===== src/tmtm_pkg.sv =====
package tmtm_pkg;

    // Field widths of the stream and configuration payloads.
    localparam int SAMPLE_W   = 19;
    localparam int FRAC_W     = 12;
    localparam int TDATA_W    = ((SAMPLE_W + 7) / 8) * 8;
    localparam int IN_TUSER_W = 1;
    localparam int OUT_TUSER_W = 4;
    localparam int CFG_IDX_W  = 2;

    // Threshold products: signed temperature times a fraction with a zero sign bit.
    localparam int PROD_W     = SAMPLE_W + FRAC_W + 1;
    localparam int FRAC_SHIFT = 10;

    // Samples outside this magnitude are stored as zero.
    localparam int TEMP_LIMIT = 150000;

    // Queue between the front and the back; must be a power of two.
    localparam int QUEUE_DEPTH = 2;
    localparam int QPTR_W      = $clog2(QUEUE_DEPTH);
    localparam int QCNT_W      = $clog2(QUEUE_DEPTH + 1);

    typedef logic signed [SAMPLE_W-1:0] t_sample;
    typedef logic        [FRAC_W-1:0]   t_frac;

    typedef struct packed {
        t_sample crit_temp;
        t_frac   warn_frac;
        t_frac   crit_frac;
    } t_cfg;

    typedef struct packed {
        logic full;
        logic empty;
    } t_q_status;

    typedef enum logic [1:0] {
        ALARM_NONE = 2'd0,
        ALARM_WARN = 2'd1,
        ALARM_CRIT = 2'd2
    } t_alarm;

    typedef enum logic [CFG_IDX_W-1:0] {
        CFG_CRIT_TEMP = 2'd0,
        CFG_WARN_FRAC = 2'd1,
        CFG_CRIT_FRAC = 2'd2
    } t_cfg_index;

    typedef enum logic [2:0] {
        ST_IDLE,
        ST_UPDATE,
        ST_PREP,
        ST_DIVIDE,
        ST_SIGN,
        ST_RESULT
    } t_back_state;

    localparam t_sample CRIT_TEMP_RST = 19'sd100000;
    localparam t_frac   WARN_FRAC_RST = 12'd922;
    localparam t_frac   CRIT_FRAC_RST = 12'd973;

endpackage


===== src/tmtm_front.sv =====
// Accepts samples from the input stream and replaces failed or
// out-of-range readings with zero before they enter the queue.
module tmtm_front (
    input  logic                              i_s_axis_tvalid,
    output logic                              o_s_axis_tready,
    input  logic [tmtm_pkg::TDATA_W-1:0]      i_s_axis_tdata,
    input  logic [tmtm_pkg::IN_TUSER_W-1:0]   i_s_axis_tuser,
    input  tmtm_pkg::t_q_status               i_q_status,
    output logic                              o_push,
    output tmtm_pkg::t_sample                 o_sample
);

    tmtm_pkg::t_sample w_raw;
    logic              w_in_range;

    assign w_raw      = tmtm_pkg::t_sample'(i_s_axis_tdata[tmtm_pkg::SAMPLE_W-1:0]);
    assign w_in_range = (w_raw >= -tmtm_pkg::TEMP_LIMIT) && (w_raw <= tmtm_pkg::TEMP_LIMIT);

    assign o_s_axis_tready = !i_q_status.full;
    assign o_push          = i_s_axis_tvalid && !i_q_status.full;
    assign o_sample        = (i_s_axis_tuser[0] && w_in_range) ? w_raw : '0;

endmodule


===== src/tmtm_queue.sv =====
// Short first-in first-out queue of cleaned samples. The read data is
// registered at each pop and holds until the next one.
module tmtm_queue (
    input  logic                  i_clk,
    input  logic                  i_rst_n,
    input  logic                  i_push,
    input  tmtm_pkg::t_sample     i_sample,
    input  logic                  i_pop,
    output tmtm_pkg::t_sample     o_sample,
    output tmtm_pkg::t_q_status   o_status
);

    tmtm_pkg::t_sample                 r_mem [tmtm_pkg::QUEUE_DEPTH];
    tmtm_pkg::t_sample                 r_rd_data;
    logic [tmtm_pkg::QPTR_W-1:0]       r_wr_ptr;
    logic [tmtm_pkg::QPTR_W-1:0]       r_rd_ptr;
    logic [tmtm_pkg::QCNT_W-1:0]       r_count;
    logic [tmtm_pkg::QCNT_W-1:0]       n_count;

    always_comb begin
        n_count = r_count;
        if (i_push && !i_pop) begin
            n_count = r_count + 1'b1;
        end else if (i_pop && !i_push) begin
            n_count = r_count - 1'b1;
        end
    end

    always_ff @(posedge i_clk) begin
        if (!i_rst_n) begin
            r_wr_ptr <= '0;
            r_rd_ptr <= '0;
            r_count  <= '0;
        end else begin
            if (i_push) begin
                r_wr_ptr <= r_wr_ptr + 1'b1;
            end
            if (i_pop) begin
                r_rd_ptr <= r_rd_ptr + 1'b1;
            end
            r_count <= n_count;
        end
    end

    always_ff @(posedge i_clk) begin
        if (i_push) begin
            r_mem[r_wr_ptr] <= i_sample;
        end
        if (i_pop) begin
            r_rd_data <= r_mem[r_rd_ptr];
        end
    end

    assign o_sample       = r_rd_data;
    assign o_status.empty = (r_count == '0);
    assign o_status.full  = (r_count == tmtm_pkg::QCNT_W'(tmtm_pkg::QUEUE_DEPTH));

endmodule


===== src/tmtm_back.sv =====
// Ring update, running sum and nonzero count, serial divider and
// threshold compare, ending in the output register.
module tmtm_back #(
    parameter int RING_DEPTH = 10
) (
    input  logic                  i_clk,
    input  logic                  i_rst_n,
    input  tmtm_pkg::t_q_status   i_q_status,
    input  tmtm_pkg::t_sample     i_sample,
    output logic                  o_pop,
    input  tmtm_pkg::t_cfg        i_cfg,
    input  logic                  i_m_axis_tready,
    output logic                  o_m_axis_tvalid,
    output tmtm_pkg::t_sample     o_mean,
    output logic                  o_mean_valid,
    output tmtm_pkg::t_alarm      o_level,
    output logic                  o_wrapped
);

    localparam int POS_W  = $clog2(RING_DEPTH);
    localparam int CNT_W  = $clog2(RING_DEPTH + 1);
    localparam int SUM_W  = tmtm_pkg::SAMPLE_W + $clog2(RING_DEPTH);
    localparam int STEP_W = $clog2(SUM_W + 1);
    localparam int PROD_W = tmtm_pkg::PROD_W;

    tmtm_pkg::t_back_state r_state;
    tmtm_pkg::t_back_state n_state;

    tmtm_pkg::t_sample          r_ring [RING_DEPTH];
    logic [RING_DEPTH-1:0]      r_ring_vld;
    logic [POS_W-1:0]           r_pos;
    tmtm_pkg::t_sample          r_old;
    logic                       r_old_vld;
    logic                       r_item_wrap;
    logic signed [SUM_W-1:0]    r_sum;
    logic [CNT_W-1:0]           r_count;
    logic                       r_neg;
    logic [SUM_W-1:0]           r_quo;
    logic [CNT_W-1:0]           r_rem;
    logic [STEP_W-1:0]          r_step;
    logic signed [PROD_W-1:0]   r_warn_th;
    logic signed [PROD_W-1:0]   r_crit_th;
    tmtm_pkg::t_sample          r_mean;

    logic                       r_out_vld;
    tmtm_pkg::t_sample          r_out_mean;
    logic                       r_out_mean_vld;
    tmtm_pkg::t_alarm           r_out_level;
    logic                       r_out_wrap;

    logic                       w_load;
    tmtm_pkg::t_sample          w_old;
    logic signed [SUM_W-1:0]    w_sum;
    logic [CNT_W-1:0]           w_count;
    logic signed [PROD_W-1:0]   w_warn_prod;
    logic signed [PROD_W-1:0]   w_crit_prod;
    logic [CNT_W:0]             w_rem_sh;
    logic [CNT_W:0]             w_rem_dif;
    logic                       w_ge;
    logic [tmtm_pkg::SAMPLE_W-1:0] w_quo_lo;
    logic signed [PROD_W-1:0]   w_scaled;
    logic                       w_above_warn;
    logic                       w_at_crit;
    tmtm_pkg::t_alarm           w_level;

    // Control outputs of the sequencer.
    always_comb begin
        o_pop  = (r_state == tmtm_pkg::ST_IDLE) && !i_q_status.empty;
        w_load = (r_state == tmtm_pkg::ST_RESULT) && (!r_out_vld || i_m_axis_tready);
    end

    // Next state.
    always_comb begin
        n_state = r_state;
        unique case (r_state)
            tmtm_pkg::ST_IDLE: begin
                if (!i_q_status.empty) begin
                    n_state = tmtm_pkg::ST_UPDATE;
                end
            end
            tmtm_pkg::ST_UPDATE: n_state = tmtm_pkg::ST_PREP;
            tmtm_pkg::ST_PREP:   n_state = tmtm_pkg::ST_DIVIDE;
            tmtm_pkg::ST_DIVIDE: begin
                if (r_step == STEP_W'(SUM_W - 1)) begin
                    n_state = tmtm_pkg::ST_SIGN;
                end
            end
            tmtm_pkg::ST_SIGN:   n_state = tmtm_pkg::ST_RESULT;
            tmtm_pkg::ST_RESULT: begin
                if (w_load) begin
                    n_state = tmtm_pkg::ST_IDLE;
                end
            end
            default:             n_state = tmtm_pkg::ST_IDLE;
        endcase
    end

    // Running sum and nonzero count after replacing the old entry. The queue
    // holds the popped sample steady through the update cycle.
    assign w_old   = r_old_vld ? r_old : '0;
    assign w_sum   = r_sum - SUM_W'(w_old) + SUM_W'(i_sample);
    assign w_count = r_count + CNT_W'(i_sample != '0) - CNT_W'(w_old != '0);

    assign w_warn_prod = $signed(i_cfg.crit_temp) * $signed({1'b0, i_cfg.warn_frac});
    assign w_crit_prod = $signed(i_cfg.crit_temp) * $signed({1'b0, i_cfg.crit_frac});

    // One restoring division step per cycle.
    assign w_rem_sh  = {r_rem, r_quo[SUM_W-1]};
    assign w_ge      = (w_rem_sh >= {1'b0, r_count});
    assign w_rem_dif = w_rem_sh - {1'b0, r_count};
    assign w_quo_lo  = r_quo[tmtm_pkg::SAMPLE_W-1:0];

    // Exact threshold compare as mean*1024 against temperature*fraction.
    assign w_scaled     = PROD_W'(r_mean) <<< tmtm_pkg::FRAC_SHIFT;
    assign w_above_warn = (w_scaled > r_warn_th);
    assign w_at_crit    = (r_crit_th != '0) && (w_scaled >= r_crit_th);

    always_comb begin
        w_level = tmtm_pkg::ALARM_NONE;
        if ((r_count != '0) && w_above_warn) begin
            w_level = w_at_crit ? tmtm_pkg::ALARM_CRIT : tmtm_pkg::ALARM_WARN;
        end
    end

    always_ff @(posedge i_clk) begin
        if (!i_rst_n) begin
            r_state    <= tmtm_pkg::ST_IDLE;
            r_ring_vld <= '0;
            r_pos      <= '0;
            r_sum      <= '0;
            r_count    <= '0;
            r_out_vld  <= 1'b0;
        end else begin
            r_state <= n_state;
            if (r_state == tmtm_pkg::ST_UPDATE) begin
                r_ring_vld[r_pos] <= 1'b1;
                r_sum             <= w_sum;
                r_count           <= w_count;
                if (r_pos == POS_W'(RING_DEPTH - 1)) begin
                    r_pos <= '0;
                end else begin
                    r_pos <= r_pos + 1'b1;
                end
            end
            if (w_load) begin
                r_out_vld <= 1'b1;
            end else if (i_m_axis_tready) begin
                r_out_vld <= 1'b0;
            end
        end
    end

    // Ring storage: read of the slot being replaced, then its write.
    always_ff @(posedge i_clk) begin
        if (o_pop) begin
            r_old <= r_ring[r_pos];
        end
        if (r_state == tmtm_pkg::ST_UPDATE) begin
            r_ring[r_pos] <= i_sample;
        end
    end

    // Datapath registers.
    always_ff @(posedge i_clk) begin
        unique case (r_state)
            tmtm_pkg::ST_IDLE: begin
                if (o_pop) begin
                    r_old_vld <= r_ring_vld[r_pos];
                end
            end
            tmtm_pkg::ST_UPDATE: begin
                r_item_wrap <= (r_pos == POS_W'(RING_DEPTH - 1));
                r_warn_th   <= w_warn_prod;
                r_crit_th   <= w_crit_prod;
            end
            tmtm_pkg::ST_PREP: begin
                r_neg  <= r_sum[SUM_W-1];
                r_quo  <= r_sum[SUM_W-1] ? SUM_W'(-r_sum) : SUM_W'(r_sum);
                r_rem  <= '0;
                r_step <= '0;
            end
            tmtm_pkg::ST_DIVIDE: begin
                r_quo  <= {r_quo[SUM_W-2:0], w_ge};
                r_rem  <= w_ge ? w_rem_dif[CNT_W-1:0] : w_rem_sh[CNT_W-1:0];
                r_step <= r_step + 1'b1;
            end
            tmtm_pkg::ST_SIGN: begin
                if (r_count == '0) begin
                    r_mean <= '0;
                end else if (r_neg) begin
                    r_mean <= tmtm_pkg::t_sample'(-w_quo_lo);
                end else begin
                    r_mean <= tmtm_pkg::t_sample'(w_quo_lo);
                end
            end
            tmtm_pkg::ST_RESULT: begin
                if (w_load) begin
                    r_out_mean     <= r_mean;
                    r_out_mean_vld <= (r_count != '0);
                    r_out_level    <= w_level;
                    r_out_wrap     <= r_item_wrap;
                end
            end
            default: begin
            end
        endcase
    end

    assign o_m_axis_tvalid = r_out_vld;
    assign o_mean          = r_out_mean;
    assign o_mean_valid    = r_out_mean_vld;
    assign o_level         = r_out_level;
    assign o_wrapped       = r_out_wrap;

endmodule


===== src/temp_mean_threshold_monitor.sv =====
// Channel      | Direction | Payload
// -------------+-----------+------------------------------------------------
// s_axis       | in        | tdata: sample_milli; tuser: read_ok
// m_axis       | out       | tdata: mean_milli; tuser: mean_valid,
//              |           |        alarm_level, ring_wrapped
// cfg          | in        | index 0 crit_temp_milli, 1 warn_frac, 2 crit_frac
//
// The back end takes one sample at a time through its update, prepare, divide,
// sign and result states, with SUM_W = 19 + clog2(RING_DEPTH) quotient bits.
// The bit-serial divider that forms the mean dominates that sequence.
// Reset is synchronous and active low; the ring reads as all zero after reset
// through per-entry valid bits, so no clearing pass is needed.
// A two-entry queue lets the input keep accepting while the back end works
// or while a finished result waits on a stalled output.
module temp_mean_threshold_monitor #(
    parameter int RING_DEPTH = 10
) (
    input  logic                                i_clk,
    input  logic                                i_rst_n,

    input  logic                                i_s_axis_tvalid,
    output logic                                o_s_axis_tready,
    // [18:0] sample_milli, [23:19] zero padding
    input  logic [tmtm_pkg::TDATA_W-1:0]        i_s_axis_tdata,
    // [0] read_ok
    input  logic [tmtm_pkg::IN_TUSER_W-1:0]     i_s_axis_tuser,

    output logic                                o_m_axis_tvalid,
    input  logic                                i_m_axis_tready,
    // [18:0] mean_milli, [23:19] zero padding
    output logic [tmtm_pkg::TDATA_W-1:0]        o_m_axis_tdata,
    // [0] mean_valid, [2:1] alarm_level, [3] ring_wrapped
    output logic [tmtm_pkg::OUT_TUSER_W-1:0]    o_m_axis_tuser,

    input  logic                                i_cfg_valid,
    output logic                                o_cfg_ready,
    input  logic [tmtm_pkg::CFG_IDX_W-1:0]      i_cfg_index,
    input  logic [tmtm_pkg::SAMPLE_W-1:0]       i_cfg_data
);

    // Configuration registers. The port always takes a write; an index
    // past the register list is dropped.
    tmtm_pkg::t_cfg      r_cfg;

    tmtm_pkg::t_q_status w_q_status;
    logic                w_push;
    logic                w_pop;
    tmtm_pkg::t_sample   w_front_sample;
    tmtm_pkg::t_sample   w_queue_sample;

    tmtm_pkg::t_sample   w_mean;
    logic                w_mean_valid;
    tmtm_pkg::t_alarm    w_level;
    logic                w_wrapped;

    assign o_cfg_ready = 1'b1;

    always_ff @(posedge i_clk) begin
        if (!i_rst_n) begin
            r_cfg.crit_temp <= tmtm_pkg::CRIT_TEMP_RST;
            r_cfg.warn_frac <= tmtm_pkg::WARN_FRAC_RST;
            r_cfg.crit_frac <= tmtm_pkg::CRIT_FRAC_RST;
        end else if (i_cfg_valid) begin
            unique case (tmtm_pkg::t_cfg_index'(i_cfg_index))
                tmtm_pkg::CFG_CRIT_TEMP: begin
                    r_cfg.crit_temp <= tmtm_pkg::t_sample'(i_cfg_data);
                end
                tmtm_pkg::CFG_WARN_FRAC: begin
                    r_cfg.warn_frac <= i_cfg_data[tmtm_pkg::FRAC_W-1:0];
                end
                tmtm_pkg::CFG_CRIT_FRAC: begin
                    r_cfg.crit_frac <= i_cfg_data[tmtm_pkg::FRAC_W-1:0];
                end
                default: begin
                end
            endcase
        end
    end

    // The front end cleans each sample and pushes it into the queue.
    tmtm_front u_front (
        .i_s_axis_tvalid (i_s_axis_tvalid),
        .o_s_axis_tready (o_s_axis_tready),
        .i_s_axis_tdata  (i_s_axis_tdata),
        .i_s_axis_tuser  (i_s_axis_tuser),
        .i_q_status      (w_q_status),
        .o_push          (w_push),
        .o_sample        (w_front_sample)
    );

    tmtm_queue u_queue (
        .i_clk    (i_clk),
        .i_rst_n  (i_rst_n),
        .i_push   (w_push),
        .i_sample (w_front_sample),
        .i_pop    (w_pop),
        .o_sample (w_queue_sample),
        .o_status (w_q_status)
    );

    // The back end updates the ring, divides and classifies.
    tmtm_back #(
        .RING_DEPTH (RING_DEPTH)
    ) u_back (
        .i_clk           (i_clk),
        .i_rst_n         (i_rst_n),
        .i_q_status      (w_q_status),
        .i_sample        (w_queue_sample),
        .o_pop           (w_pop),
        .i_cfg           (r_cfg),
        .i_m_axis_tready (i_m_axis_tready),
        .o_m_axis_tvalid (o_m_axis_tvalid),
        .o_mean          (w_mean),
        .o_mean_valid    (w_mean_valid),
        .o_level         (w_level),
        .o_wrapped       (w_wrapped)
    );

    assign o_m_axis_tdata = {{(tmtm_pkg::TDATA_W - tmtm_pkg::SAMPLE_W){1'b0}}, w_mean};
    assign o_m_axis_tuser = {w_wrapped, w_level, w_mean_valid};

    // Without a mean there is neither a mean value nor an alarm.
    a_no_mean_is_quiet: assert property (@(posedge i_clk) disable iff (!i_rst_n)
        (o_m_axis_tvalid && !w_mean_valid) |-> (w_mean == '0 && w_level == tmtm_pkg::ALARM_NONE))
        else $error("result without a mean carries a value or an alarm");

    // An alarm is only raised on a valid mean.
    a_alarm_needs_mean: assert property (@(posedge i_clk) disable iff (!i_rst_n)
        (o_m_axis_tvalid && w_level != tmtm_pkg::ALARM_NONE) |-> w_mean_valid)
        else $error("alarm raised without a valid mean");

    // The front end never takes a transfer into a full queue.
    a_no_push_when_full: assert property (@(posedge i_clk) disable iff (!i_rst_n)
        (i_s_axis_tvalid && o_s_axis_tready) |-> !w_q_status.full)
        else $error("input transfer accepted while the queue is full");

    // Reset leaves no result pending.
    a_reset_clears_output: assert property (@(posedge i_clk)
        !i_rst_n |=> !o_m_axis_tvalid)
        else $error("result pending right after reset");

endmodule

===== config.mk =====
export PLATFORM = sky130hd
export DESIGN_NAME = temp_mean_threshold_monitor
export DESIGN_NICKNAME = d
export VERILOG_FILES = /design/src/tmtm_pkg.sv /design/src/tmtm_front.sv /design/src/tmtm_queue.sv /design/src/tmtm_back.sv /design/src/temp_mean_threshold_monitor.sv
export SDC_FILE = /design/constraint.sdc
export NUM_CORES = 2
export LEC_CHECK = 0
export ABC_AREA = 1
export BUFFER_PORTS_ARGS = -buffer_cell sky130_fd_sc_hd__buf_2
export CORE_ASPECT_RATIO = 1.1
export CORE_MARGIN = 1.5
export CORE_UTILIZATION = 35
export DETAILED_ROUTE_END_ITERATION = 10
export GPL_ROUTABILITY_DRIVEN = 0
export MAX_ROUTING_LAYER = met4
export PLACE_DENSITY_LB_ADDON = 0.2
export REMOVE_ABC_BUFFERS = 1
export SYNTH_ARGS = -nofsm -noshare
export SYNTH_HDL_FRONTEND = slang
export SYNTH_SLANG_ARGS = --single-unit

===== constraint.sdc =====
create_clock -name i_clk -period 8.6 [get_ports i_clk]
set_input_delay 1.72 -clock i_clk [delete_from_list [all_inputs] [get_ports i_clk]]
set_output_delay 1.72 -clock i_clk [all_outputs]
set_load 0.02 [all_outputs]

Yosys cells after proc, flatten, opt, wreduce, memory -nomap -nowiden
Memories as Yosys holds them, arrays and structs flattened. A register that Yosys moved wholly into a read port is not among the register bits.
Cells that the tools add are included.
W data, S select, Z words.

word-level totals
  memory bits (writable) = 228
  memories kept = 2
  bits of input ports = 51
  word-level logic and storage cells = 122
  flip-flop bits (word level) = 233
  output and inout port bits = 31

memories
  name           words  bits a word  read ports  clocked after Yosys merged registers in  wr ports  RTL line          text
  u_back.r_ring  10     19           1           1                                        1         tmtm_back.sv:29   tmtm_pkg::t_sample r_ring [RING_DEPTH];
  u_queue.r_mem  2      19           1           1                                        1         tmtm_queue.sv:13  tmtm_pkg::t_sample r_mem [tmtm_pkg::QUEUE_DEPTH];

operators by class
  mux-type cells = 26
  multiply operators = 2
  add/sub/neg operators = 13
  reduce and logical (&&, ||, !) cells = 33
  equal/unequal tests = 13
  bitwise logic cells = 1
  order comparisons = 7

operators by type and width
  operator                count
  $mul A19 B13 Y32        2
  $mux W19                3
  $pmux W23 S2            1
  $reduce_bool A19 Y1     2
  $ge A29 B32 Y1          1
  $gt A29 B32 Y1          1
  $reduce_bool A32 Y1     1
  $add A23 B19 Y23        1
  $mux W23                1
  $neg A23 Y23            1
  $sub A23 B19 Y23        1
  $ge A19 B19 Y1 const B  1
  $le A19 B19 Y1 const B  1
  $neg A19 Y19            1
  $pmux W3 S6             1
  $logic_and A1 B1 Y1     10
  $or A10 B10 Y10         1
  $pmux W5 S2             1
  $reduce_and A2 Y1       5
  $mux W3                 3
  $mux W1                 8
  $mux W4                 2
  $pmux W4 S2             1
  $eq A3 B2 Y1 const B    2
  other kinds (30)        43

Longest topological paths before layout
  depth after elaboration = 7
  mapped depth = 25
  mapped depth without buffers = 23

By module
Synthesis repeated with hierarchy kept, for this count alone.

second synthesis, totals
  cells, all modules = 4784
  area, all modules = 41836.4 um^2

by module, submodules not included
  module                       sequential area each (um^2)  instances  cells an instance  area each (um^2)
  tmtm_back                    11410.9                      1          4336               37282.0
  tmtm_queue                   1791.7                       1          111                2219.6
  temp_mean_threshold_monitor  860.8                        1          253                1881.8
  tmtm_front                   0.0                          1          84                 452.9

Worst setup path after synthesis
No wires, ideal clock.

  path type = register -> register
  start point = register r_cfg[42] (netlist bit)
  end point = register u_back.r_warn_th[28], data pin
  arrival = 5176 ps
  period minus slack after synthesis = 5435 ps
  cell stages (with the launch flop) = 21
  path slack = 3165 ps
  buffers on the path = 2
  path through = dfxtp_1 clkbuf_1 clkbuf_1 nand2_1 inv_1 fa_1 fa_1 inv_1 fa_1 inv_1 fa_1 inv_1 fa_1 inv_1 ha_1 nand2_1 nor2_1 or2_2 a21oi_1 nand2_1 xor2_1

on the way
  cells in the longest elaborated chain, start to end = 1

RTL lines
  what                        RTL line                           text
  start, declared             temp_mean_threshold_monitor.sv:43  tmtm_pkg::t_cfg r_cfg;
  $mul A19 B13 Y32            tmtm_back.sv:104                   assign w_warn_prod = $signed(i_cfg.crit_temp) * $signed({1'b0, i_cfg.warn_frac});
  net u_back.w_warn_prod[28]  tmtm_back.sv:55                    logic signed [PROD_W-1:0] w_warn_prod;
  end signal, assigned        tmtm_back.sv:173                   r_warn_th <= w_warn_prod;
  end, declared               tmtm_back.sv:41                    logic signed [PROD_W-1:0] r_warn_th;

The timed path passes the listed nets, and every way through them passes these cells.
A chain may end at the register's enable or synchronous reset.

Worst setup path in the final report
  start point = register r_cfg[42] (netlist bit)
  end point = register u_back.r_warn_th[29], data pin

Same word-level chain as after synthesis.

==> results.md <==
- Synthesis-to-finish area growth: 9.30%
- Drt first pass iters: 7
- RSZ-0062 raised after global routing: no
- Outcome: finished clean
- Sequential share of the synthesized area: 34.3%
- Global-route track usage on met3: 2.01%
- Vias in the first global route: 29.7k
- Synth Warn #: 0
- Most common cell after layout, fill and taps aside: inv_1
- H-tree depth: 2
- Ranking of synthesized cells by area: edfxtp_1 30%, fa_1 21%, inv_1 11%
- Post_cts resized: 0
- Yosys top cell area share: 29.8%
- Final HPWL DP: 75500 um
- Total track usage: 17.7%
- Cts bufs inserted: 54
- Final Skew: 0.0475 ns
- N_diodes: 0
- Mapped Area: 0.0410 mm^2
- Reg2Reg Launch Point: r_cfg[42]
- Power Density: 355 mW/mm^2
- Worst Reg-to-Reg Cells: 19
- CTS root buffer: clkbuf_16
- Post-DP Area: 0.0430 mm^2
- CP startpoint kind: register
- Crit path DAT: 6.60 ns
- Final setup margin: 2.41 ns
- Grt met2 use: 29.7%
- Clk_lat worst skew: 0.66 ns
- I/O Buffers: 70
- R2r setup slk: 2.41 ns
- Layout cell share with drive strength beyond 1: 5.34%
- Vias per cell: 4.66
- Comb pwr share: 59.8%
- TritonCTS clock tree: done
- Core ar.: 0.116 mm^2
- Final Util: 38.6%
- Register Area: 0.0141 mm^2
- Crit Path Max Fanout: 25
- Min Tclk post-route: 6.19 ns
- Worst R2R End: u_back.r_warn_th[29]
- Fillers: 11.9k
- Critical Path Start: r_cfg[42]
- M1 GR Usage: 22.9%
- Final Cycle Share: 71.9%
- Remaining Overflow, GRT: 0
- Slew of the pin with the lowest slew margin: 1.22 ns
- Sw Share: 48.6%
- Req. time, crit path: 9.02 ns
- Total internal power: 8.18 mW
- Post-CTS Hold Fix Bufs: 0
- DR iter-0 viols: 1633
- Design Area, Final: 0.0448 mm^2
- Lkg Pwr: 22.8 nW
- WL per Instance: 16.0 um
- FP Rows: 131
- Initial core utilization: 35.3%
- Nature of the critical path endpoint: register
- VDD IR max: 0.210 mV
- Most used DFF post-synth: edfxtp_1
- Clk pwr share: 14.6%
- Setup WS pre-CTS: 2.27 ns
- Rel. slew slack: 18.4%
- Post-DRT Antenna Nets: 0
- DRC: 0
- Final hold viol count: 0
- EDFF count, synth: 407
- Die Wd: 329 um
- Critical Path End: u_back.r_warn_th[29]
- First-pass GRT wire length: 161000 um
- Top cell type by total area after synthesis: edfxtp_1
- # IOs: 82
- Switching pwr: 7.73 mW
- Commonest non-fill, non-tap cells in the layout: 1166 x inv_1, 1126 x nand2_1, 440 x fa_1
- Flop pwr share: 25.6%
- Largest net degree at the start of global routing: 60
- Setup violators final: 0
- Clock Sink Count: 499
- Detailed-route wire length: 101000 um
- Setup CP Type: reg2reg
- Fmax achieved: 162 MHz
- Synth Instances: 4729
- Flop and latch count out of synthesis: 499
- Area taken by multi-input logic gates: 0.0219 mm^2
- Total die area: 0.119 mm^2
- Initial antenna violation count: 2
- Synth async-reset ratio: 0%
- Vert. Die Dim: 362 um
- CTS max path bufs: 3
- Setup Total Neg Slack: 0 ns
- Final net count: 5453
- Max Slew Vio Count: 0
- Hold crit path type: reg2reg
- Avg Inst Size Synth: 8.67 um^2
- Netlist cell types: 56
- Post-CTS setup buffers: 0
- Gr busiest metal: met2
- Max-cap violations: 0
- Clock slew at reported path FFs: 0.06 ns
- Vias: 29.4k
[routing by layer]
| metal | vias to the layer above | wire, um |
|---|---|---|
| li1 | 14500 | - |
| met1 | 14300 | 46100 |
| met2 | 499 | 48900 |
| met3 | 118 | 3940 |
| met4 | 0 | 1920 |
| met5 | - | 0 |
[sequential cells by signal (all words and copies together) (netlist names), 2 cells and up]
register and flops:
u_back.r_step 5, u_back.r_ring_vld 10, u_back.r_count 4, u_back.r_sum 23
r_cfg 43, u_back.r_quo 23, u_back.o_mean 19, u_queue.r_count 2
u_back.r_warn_th 32, u_back.r_rem 4, u_back.r_crit_th 32, u_back.r_mean 19
u_queue.o_sample 19, u_back.o_level 2, u_back.r_pos 4, u_back.r_old 19
u_back.r_ring 190, u_queue.r_mem 38, u_back.r_state 3
[synthesized netlist by cell type (23+ instances only)]
cell / n
a21oi_1: 158
a22oi_1: 77
clkbuf_1: 145
dfxtp_1: 92
edfxtp_1: 407
fa_1: 440
ha_1: 228
inv_1: 1166
nand2_1: 1126
nand3_1: 150
nand4_1: 36
nor2_1: 273
nor3_1: 37
o211ai_1: 23
o21ai_0: 140
xor2_1: 64
[worst min path at each step]
stage / start / end / cells past startpoint
2_1_floorplan: u_back.r_item_wrap / u_back.o_wrapped / 0
5_1_grt: u_back.r_ring_vld[9] / u_back.r_ring_vld[9] / 2
3_3_place_gp: u_back.r_ring_vld[5] / u_back.r_ring_vld[5] / 2
4_1_cts: u_back.r_ring_vld[9] / u_back.r_ring_vld[9] / 2
6_report: u_back.r_ring_vld[5] / u_back.r_ring_vld[5] / 2
3_5_place_dp: u_back.r_ring_vld[9] / u_back.r_ring_vld[9] / 2
[power groups by stage]
stage	clock, mW	combinational [mW]	sequential, mW
after floorplan	0	6.82	3.99
after global placement	0	9.56	4.11
after detailed placement	0	9.61	4.12
after CTS	2.40	9.66	4.08
after global routing	2.49	10.9	4.14
final	2.33	9.51	4.07
[kinds of logic (layout without fill, tap and decap cells)]
logic type	after synthesis	count (layout)	share of synthesized area (%)
adder cells (fa/ha/maj)	668	668	28.4
AO/OA/AOI/OAI	450	450	6.40
flip-flops	499	499	34.3
XOR/XNOR	75	75	1.60
other	2	6	0.0183
AND/OR/NAND/NOR	1677	1677	16.6
buffers and inverters	1358	1403	12.6
[per-stage QoR]
| stage | hold slack (ns) | power [mW] | instances |
|---|---|---|---|
| floorplan | 0.400 | 10.8 | 4555 |
| global placement | 0.451 | 13.7 | 6207 |
| detailed placement | 0.463 | 13.7 | 6207 |
| CTS | 0.476 | 16.1 | 6307 |
| global route | 0.492 | 17.5 | 6307 |
| finish | 0.470 | 15.9 | 6307 |
[critical path, cell delays in order, from the launching register on]
cell and delay [ns]:
dfxtp_1 1.09, nand2_1 0.24, inv_1 0.18, fa_1 0.49, fa_1 0.87, inv_1 0.23
fa_1 0.57, inv_1 0.05, fa_1 0.47, inv_1 0.05, fa_1 0.53, inv_1 0.04
ha_1 0.34, nand2_1 0.12, nor2_1 0.17, nand2_1 0.10, nor4_1 0.17, nand2_1 0.13
nand4_1 0.08, nand2_1 0.05
[final cells by class]
cell class	instances	area share, %
repair buffers	123	1.67
clock buffers	68	3.15
well taps	1529	4.27
multi-input cells	2876	48.8
clock inverters	32	0.815
inverters	1180	9.88
flip-flops and latches	499	31.4
No activity file was read; power rests on OpenSTA's default activity.
